**src/design/lpfr_pkg.sv**
```systemverilog
// types and constants shared by the length-prefixed frame receiver
`timescale 1ns / 1ps
`default_nettype none
package lpfr_pkg;

    localparam int unsigned LEN_W = 32;
    localparam int unsigned BYTE_W = 8;
    localparam int unsigned KIND_W = 2;

    localparam logic [LEN_W-1:0] NULL_FRAME_MARK = 32'hFFFF_FFFF;

    localparam logic [KIND_W-1:0] KIND_PAYLOAD  = 2'd0;
    localparam logic [KIND_W-1:0] KIND_OVERSIZE = 2'd1;
    localparam logic [KIND_W-1:0] KIND_ZERO_LEN = 2'd2;

    typedef struct packed {
        logic [KIND_W-1:0] kind;
        logic [BYTE_W-1:0] out_byte;
        logic              frame_last;
    } t_result;

    // one result from the parser toward the output stage
    typedef struct packed {
        logic    valid;
        t_result res;
    } t_result_xfer;

endpackage
`default_nettype wire

```
**src/design/lpfr_if.sv**
```systemverilog
// valid/ready channel interfaces for the byte input and the result output
`timescale 1ns / 1ps
`default_nettype none
interface lpfr_in_if;
    logic       valid;
    logic       ready;
    logic [7:0] in_byte;

    modport source (output valid, output in_byte, input ready);
    modport sink (input valid, input in_byte, output ready);
endinterface

interface lpfr_out_if;
    logic       valid;
    logic       ready;
    logic [1:0] kind;
    logic [7:0] out_byte;
    logic       frame_last;

    modport source (output valid, output kind, output out_byte, output frame_last, input ready);
    modport sink (input valid, input kind, input out_byte, input frame_last, output ready);
endinterface
`default_nettype wire

```
**src/design/lpfr_parser.sv**
```systemverilog
// header collection, frame length tracking and result decode
`timescale 1ns / 1ps
`default_nettype none
module lpfr_parser (
    input  wire logic                       i_clk,
    input  wire logic                       i_rst_n,
    input  wire logic                       i_accept,
    input  wire logic [7:0]                 i_byte,
    input  wire logic                       i_cfg_we,
    input  wire logic [31:0]                i_cfg_wdata,
    output lpfr_pkg::t_result_xfer          o_xfer
);
    import lpfr_pkg::*;

    logic [LEN_W-1:0] r_size_limit, n_size_limit;
    logic [23:0]      r_hdr_shift, n_hdr_shift;
    logic [1:0]       r_hdr_count, n_hdr_count;
    logic [LEN_W-1:0] r_remain, n_remain;
    logic             r_skipping, n_skipping;
    logic             r_in_payload, n_in_payload;

    logic [LEN_W-1:0] hdr_len;
    logic             last_byte;

    assign hdr_len   = {r_hdr_shift, i_byte};
    assign last_byte = (r_remain == LEN_W'(1));

    always_comb begin
        n_size_limit = i_cfg_we ? i_cfg_wdata : r_size_limit;
        n_hdr_shift  = r_hdr_shift;
        n_hdr_count  = r_hdr_count;
        n_remain     = r_remain;
        n_skipping   = r_skipping;
        n_in_payload = r_in_payload;

        o_xfer.valid          = 1'b0;
        o_xfer.res.kind       = KIND_PAYLOAD;
        o_xfer.res.out_byte   = '0;
        o_xfer.res.frame_last = 1'b0;

        if (i_accept) begin
            if (!r_in_payload) begin
                if (r_hdr_count != 2'd3) begin
                    n_hdr_shift = {r_hdr_shift[15:0], i_byte};
                    n_hdr_count = r_hdr_count + 2'd1;
                end else begin
                    n_hdr_shift = '0;
                    n_hdr_count = '0;
                    // null marker is checked before the limit
                    if (hdr_len == NULL_FRAME_MARK) begin
                        n_in_payload = 1'b0;
                    end else if (hdr_len == '0) begin
                        o_xfer.valid    = 1'b1;
                        o_xfer.res.kind = KIND_ZERO_LEN;
                    end else begin
                        n_in_payload = 1'b1;
                        n_remain     = hdr_len;
                        if ((r_size_limit != '0) && (hdr_len > r_size_limit)) begin
                            n_skipping      = 1'b1;
                            o_xfer.valid    = 1'b1;
                            o_xfer.res.kind = KIND_OVERSIZE;
                        end else begin
                            n_skipping = 1'b0;
                        end
                    end
                end
            end else begin
                n_remain = r_remain - LEN_W'(1);
                if (last_byte) begin
                    n_in_payload = 1'b0;
                    n_skipping   = 1'b0;
                end
                if (!r_skipping) begin
                    o_xfer.valid          = 1'b1;
                    o_xfer.res.out_byte   = i_byte;
                    o_xfer.res.frame_last = last_byte;
                end
            end
        end
    end

    always_ff @(posedge i_clk) begin
        if (!i_rst_n) begin
            r_size_limit <= '0;
            r_hdr_shift  <= '0;
            r_hdr_count  <= '0;
            r_skipping   <= 1'b0;
            r_in_payload <= 1'b0;
        end else begin
            r_size_limit <= n_size_limit;
            r_hdr_shift  <= n_hdr_shift;
            r_hdr_count  <= n_hdr_count;
            r_skipping   <= n_skipping;
            r_in_payload <= n_in_payload;
        end
    end

    // remaining count only matters while in_payload is set
    always_ff @(posedge i_clk) begin
        r_remain <= n_remain;
    end

endmodule
`default_nettype wire

```
**src/design/lpfr_out_stage.sv**
```systemverilog
// result register with a skid entry so input is taken while a result waits
`timescale 1ns / 1ps
`default_nettype none
module lpfr_out_stage (
    input  wire logic                 i_clk,
    input  wire logic                 i_rst_n,
    input  wire lpfr_pkg::t_result_xfer i_xfer,
    output logic                      o_room,
    output logic                      o_valid,
    output lpfr_pkg::t_result         o_res,
    input  wire logic                 i_ready
);
    import lpfr_pkg::*;

    logic    r_valid, n_valid;
    logic    r_skid_valid, n_skid_valid;
    t_result r_data, n_data;
    t_result r_skid_data, n_skid_data;

    assign o_room  = !r_skid_valid;
    assign o_valid = r_valid;
    assign o_res   = r_data;

    always_comb begin
        n_valid      = r_valid;
        n_skid_valid = r_skid_valid;
        n_data       = r_data;
        n_skid_data  = r_skid_data;
        if (!r_valid || i_ready) begin
            if (r_skid_valid) begin
                n_data       = r_skid_data;
                n_valid      = 1'b1;
                n_skid_valid = 1'b0;
            end else if (i_xfer.valid) begin
                n_data  = i_xfer.res;
                n_valid = 1'b1;
            end else begin
                n_valid = 1'b0;
            end
        end else if (i_xfer.valid) begin
            // output stalled: park the new result
            n_skid_data  = i_xfer.res;
            n_skid_valid = 1'b1;
        end
    end

    always_ff @(posedge i_clk) begin
        if (!i_rst_n) begin
            r_valid      <= 1'b0;
            r_skid_valid <= 1'b0;
        end else begin
            r_valid      <= n_valid;
            r_skid_valid <= n_skid_valid;
        end
    end

    always_ff @(posedge i_clk) begin
        r_data      <= n_data;
        r_skid_data <= n_skid_data;
    end

endmodule
`default_nettype wire

```
**src/design/length_prefixed_frame_receiver_core.sv**
```systemverilog
// length-prefixed frame receiver: 4-byte big-endian header, streamed payload
// a result is registered into the output register, or parked in the skid entry while the output is stalled
// throughput: one byte per cycle while input ready is high; the parser state updates in the cycle of acceptance
// input ready falls only when both the result register and the skid entry are full
// reset (synchronous, active low) clears parser state, pending results and size_limit
`timescale 1ns / 1ps
`default_nettype none
module length_prefixed_frame_receiver_core (
    input  wire logic        i_clk,
    input  wire logic        i_rst_n,
    lpfr_in_if.sink          i_in,
    lpfr_out_if.source       o_out,
    input  wire logic        i_cfg_we,
    input  wire logic [31:0] i_cfg_wdata
);
    import lpfr_pkg::*;

    logic         in_accept;
    logic         room;
    logic         out_valid;
    t_result_xfer xfer;
    t_result      out_res;

    assign i_in.ready = room;
    assign in_accept  = i_in.valid && room;

    lpfr_parser u_parser (
        .i_clk       (i_clk),
        .i_rst_n     (i_rst_n),
        .i_accept    (in_accept),
        .i_byte      (i_in.in_byte),
        .i_cfg_we    (i_cfg_we),
        .i_cfg_wdata (i_cfg_wdata),
        .o_xfer      (xfer)
    );

    lpfr_out_stage u_out_stage (
        .i_clk   (i_clk),
        .i_rst_n (i_rst_n),
        .i_xfer  (xfer),
        .o_room  (room),
        .o_valid (out_valid),
        .o_res   (out_res),
        .i_ready (o_out.ready)
    );

    assign o_out.valid      = out_valid;
    assign o_out.kind       = out_res.kind;
    assign o_out.out_byte   = out_res.out_byte;
    assign o_out.frame_last = out_res.frame_last;

    // a full skid entry means the result register is occupied too
    a_skid_implies_out: assert property (@(posedge i_clk) disable iff (!i_rst_n)
        !i_in.ready |-> o_out.valid)
        else $error("skid entry held without a pending result");

    // both entries full and output stalled: nothing can drain
    a_stall_holds_full: assert property (@(posedge i_clk) disable iff (!i_rst_n)
        (!i_in.ready && !o_out.ready) |=> !i_in.ready)
        else $error("buffer drained while output stalled");

    a_last_only_payload: assert property (@(posedge i_clk) disable iff (!i_rst_n)
        (o_out.valid && o_out.frame_last) |-> (o_out.kind == KIND_PAYLOAD))
        else $error("frame_last on a notice or error");

    a_notice_byte_zero: assert property (@(posedge i_clk) disable iff (!i_rst_n)
        (o_out.valid && (o_out.kind != KIND_PAYLOAD)) |-> (o_out.out_byte == 8'd0))
        else $error("nonzero byte on a notice or error");

endmodule
`default_nettype wire

```
**src/flat_wrapper.sv**
```systemverilog
// flat-port wrapper written by rule: the top's interface ports become plain ports
module length_prefixed_frame_receiver_core_flat import lpfr_pkg::*;
  (i_clk, i_rst_n, i_cfg_we, i_cfg_wdata, i_in_valid, i_in_in_byte, i_in_ready, o_out_valid, o_out_kind, o_out_out_byte, o_out_frame_last, o_out_ready);
  lpfr_in_if i_in_i ();
  lpfr_out_if o_out_i ();
  input  wire logic i_clk;
  input  wire logic i_rst_n;
  input  wire logic i_cfg_we;
  input  wire logic [31:0] i_cfg_wdata;
  input wire logic [$bits(i_in_i.valid)-1:0] i_in_valid;
  input wire logic [$bits(i_in_i.in_byte)-1:0] i_in_in_byte;
  output wire logic [$bits(i_in_i.ready)-1:0] i_in_ready;
  output wire logic [$bits(o_out_i.valid)-1:0] o_out_valid;
  output wire logic [$bits(o_out_i.kind)-1:0] o_out_kind;
  output wire logic [$bits(o_out_i.out_byte)-1:0] o_out_out_byte;
  output wire logic [$bits(o_out_i.frame_last)-1:0] o_out_frame_last;
  input wire logic [$bits(o_out_i.ready)-1:0] o_out_ready;
  assign i_in_i.valid = i_in_valid;
  assign i_in_i.in_byte = i_in_in_byte;
  assign i_in_ready = i_in_i.ready;
  assign o_out_valid = o_out_i.valid;
  assign o_out_kind = o_out_i.kind;
  assign o_out_out_byte = o_out_i.out_byte;
  assign o_out_frame_last = o_out_i.frame_last;
  assign o_out_i.ready = o_out_ready;
  length_prefixed_frame_receiver_core u_core (.i_clk(i_clk), .i_rst_n(i_rst_n), .i_in(i_in_i), .o_out(o_out_i), .i_cfg_we(i_cfg_we), .i_cfg_wdata(i_cfg_wdata));
endmodule
```
**config.mk**
```make
export PLATFORM = sky130hd
export DESIGN_NAME = length_prefixed_frame_receiver_core_flat
export DESIGN_NICKNAME = d
export VERILOG_FILES = /design/src/design/lpfr_pkg.sv /design/src/design/lpfr_if.sv /design/src/design/lpfr_parser.sv /design/src/design/lpfr_out_stage.sv /design/src/design/length_prefixed_frame_receiver_core.sv /design/src/flat_wrapper.sv
export SDC_FILE = /design/constraint.sdc
export NUM_CORES = 1
export LEC_CHECK = 0
export ABC_AREA = 1
export BUFFER_PORTS_ARGS = -buffer_cell sky130_fd_sc_hd__clkbuf_2
export CORE_UTILIZATION = 30
export CTS_BUF_LIST = sky130_fd_sc_hd__clkbuf_2
export CTS_CLUSTER_DIAMETER = 60
export DETAILED_ROUTE_END_ITERATION = 12
export GPL_TIMING_DRIVEN = 1
export PLACE_DENSITY_LB_ADDON = 0.1
export SYNTH_ARGS = -nofsm -noshare
export SYNTH_HDL_FRONTEND = slang
export SYNTH_SLANG_ARGS = --single-unit
```
**constraint.sdc**
```tcl
create_clock -name i_clk -period 3.1 [get_ports i_clk]
set_input_delay 0.62 -clock i_clk [delete_from_list [all_inputs] [get_ports i_clk]]
set_output_delay 0.62 -clock i_clk [all_outputs]
set_load 0.02 [all_outputs]
```
==> qor.yml <==
sta:
  drv_slew: 0
  slew-limit-headroom_pct: 57.4
  period_share_pct: 76.1
  worst_pin_slew_ns: 0.638
  max_freq_ghz: 0.424
  finalHoldViolations: 0
  rsz0062_at_grt: "false"
  finClkSkew_ns: 0.0247
  whs_ns: 0.147
  finalCriticalPeriod_ns: 2.36
  tns_ns: 0
  setup_viol: 0
clock_tree:
  cts.clk_slew.worst_paths_ns: 0.17
  root_buffer: "clkbuf_2"
  cts_hold_buf: 0
  clock_latency_ns: 0.70
  cts-htree-levels: 4
  cts_tree: "built"
  cts_buffer_depth: 2
  cts_sinks: 116
  post_cts_buffers: 0
  numCtsBuffers: 17
  cts_resized: 0
power:
  p_sw_uw: 914
  p_per_area_nw_per_um2: 451
  power.share.clock_pct: 35.2
  combPwrFrac_pct: 12.2
  internal_power_uw: 2320
  p_total_uw: 3240
  leakage_uw: 0.00295
  p_seq_share_pct: 52.6
  ir_drop_v: 0.000230
  p_sw_share_pct: 28.2
critical_path:
  worstSetupEndpointType: "register"
  crit_start: "u_core.u_parser.r_hdr_shift[23]$_SDFFE_PN0P_"
  rrSetupSlack_ns: 0.74
  critical_path.endpoint: "u_core.u_out_stage.o_res[1]$_DFFE_PP_"
  r2r-start: "u_core.u_parser.r_hdr_shift[23]$_SDFFE_PN0P_"
  crit_type: "register to register"
  cp_data_arrival_time_ns: 2.78
  cp_max_fo: 11
  r2r-end: "u_core.u_out_stage.o_res[1]$_DFFE_PP_"
  critPathRequiredTime_ns: 3.52
  worst_setup_path_start_kind: "register"
  worst-r2r-cell-count: 14
die:
  start_util_pct: 30.9
  fp.dieH_um: 147
  coreArea_um2: 20400
  io_pins: 58
  die-area_um2: 21500
  die_width_um: 147
  rows: 52
logic_synthesis:
  ys_seq_area_share_pct: 45.6
  syn_inst: 765
  syn-cell-area_um2: 6280
  synth_seq_cells: 116
  synth-edff-count: 54
  async_flop_share_pct: 0
  synth_area_per_cell_um2: 8.21
  synth_warnings: 0
  ys.flop_type: "dfxtp_1"
  syn_nets: 845
  yosysUniqueCellTypes: 40
placement:
  dp.cells: 1084
  dp_hpwl_um: 13700
  gp_congestion: 0.800
  io_buffer_count: 57
finish:
  layoutNonFillerInstCount: 1116
  drive_above_1_share_pct: 16.0
  finalNetCount: 913
  final_cell_mix: "nand2_1 (127), nor2_1 (87), inv_1 (83), clkbuf_2 (76), o21ai_0 (72)"
  final_common_cell: "nand2_1"
  area_growth_pct: 14.3
  n_antenna_cell: 0
grt:
  antenna_found_initial: 0
  grt_max_degree: 52
  busiest_layer: "met2"
  grt_pass1_wl_um: 29100
  grt_pass1_vias: 5318
  gr-usage-met2_pct: 27.8
  groute.layer.met3.usage_pct: 3.48
  overflow: 0
  grt_usage_pct: 17.7
  use_met1_pct: 24.7
route:
  routed_wl_um: 18400
  drt_pass1_iterations: 6
  post_drt_wl_per_cell_um: 16.5
  viasPerCell: 4.85
  drtAntennaViolNets: 0
  drtIter0Drc: 313
  drc: 0
  vias: 5413
status:
  outcome: "completed"
min_path:
  hold_path.class: "input pin to register"
run:
  drv_cap: 0
cells by family (layout without fill, tap and decap cells):
group | after synthesis | after routing | share of synthesized area (%)
flip-flops | 116 | 116 | 45.6
AO/OA/AOI/OAI | 162 | 162 | 13.8
AND/OR/NAND/NOR | 315 | 315 | 23.3
buffers and inverters | 113 | 194 | 7.03
adder cells (fa/ha/maj) | 35 | 35 | 6.97
XOR/XNOR | 24 | 24 | 3.35
stage by stage:
step	util (%)	setup slack (ns)	instance area, um^2
floorplan	-	0.259	6280
global placement	34.0	0.579	6930
detailed placement	34.0	0.510	6930
CTS	35.3	0.734	7180
global route	35.3	0.448	7180
finish	35.3	0.740	7180
final cells by class:
type,count,area (um^2)
fill,2160,13200
multi-input combinational,536,2980
sequential,116,2860
timing repair buffer,74,413
tap,270,338
inverter,88,330
clock inverter,13,164
clock buffer,19,95.1
how the worst min path moves through the flow:
stage	startpoint	end	depth (start not counted)
6_report	i_cfg_wdata[0]	u_core.u_parser.r_size_limit[0]$_SDFFE_PN0P_	3
5_1_grt	i_cfg_wdata[0]	u_core.u_parser.r_size_limit[0]$_SDFFE_PN0P_	3
4_1_cts	i_cfg_wdata[0]	u_core.u_parser.r_size_limit[0]$_SDFFE_PN0P_	3
3_5_place_dp	u_core.u_parser.r_skipping$_SDFFE_PN0P_	u_core.u_parser.r_skipping$_SDFFE_PN0P_	2
3_3_place_gp	u_core.u_parser.r_skipping$_SDFFE_PN0P_	u_core.u_parser.r_skipping$_SDFFE_PN0P_	2
2_1_floorplan	u_core.u_parser.r_hdr_count[0]$_SDFFE_PN0P_	u_core.u_parser.r_hdr_count[0]$_SDFFE_PN0P_	1
metal layers:
layer,up-vias,part of all wire (%)
li1,2742,-
met1,2554,49
met2,100,45
met3,17,4.2
met4,0,1.3
met5,-,0
state kept, by name, summed over array words and instances (netlist names):
name,flops
u_core.u_parser.r_hdr_count,2
u_core.u_out_stage.r_skid_data,11
u_core.u_out_stage.o_valid,1
u_core.u_parser.r_hdr_shift,24
u_core.u_out_stage.o_res,11
u_core.u_parser.r_skipping,1
u_core.u_parser.r_in_payload,1
u_core.u_parser.r_size_limit,32
u_core.u_out_stage.r_skid_valid,1
u_core.u_parser.r_remain,32
Yosys cell counts (3+ instances only):
master	number	area (um^2)
a211oi_1	4	30.0
a21oi_1	66	330
a31oi_1	3	18.8
a32oi_1	9	78.8
clkbuf_1	19	71.3
dfxtp_1	62	1240
edfxtp_1	54	1620
ha_1	35	438
inv_1	83	312
inv_2	4	15.0
nand2_1	127	477
nand2_2	4	25.0
nand3_1	28	140
nand4_1	26	163
nor2_1	88	330
nor2_2	5	31.3
nor2_4	5	56.3
nor3_1	10	50.1
nor4_1	7	43.8
o21ai_0	72	360
o21ai_1	5	25.0
or2_2	3	18.8
xnor2_1	9	78.8
xor2_1	15	131
power groups by stage:
stage | Sequential, uW | Clock, uW | Combinational (uW)
after floorplan | 1720 | 0 | 251
after global placement | 1740 | 0 | 390
after detailed placement | 1740 | 0 | 397
after CTS | 1700 | 1170 | 400
after global routing | 1710 | 1230 | 449
final | 1700 | 1140 | 396
critical path: stages, from the launching register on:
cell and delay (ns):
dfxtp_1 0.42, ha_1 0.32, nand2_1 0.07, nor2_1 0.14
nand2_1 0.10, nor2_1 0.14, nand2_1 0.07, o21ai_0 0.08
nor2_1 0.09, nand2_1 0.07, nand2_1 0.06, nand2_1 0.06
nand2_1 0.09, a21oi_1 0.16, buf_4 0.22
No activity file was read; power rests on OpenSTA's default activity.
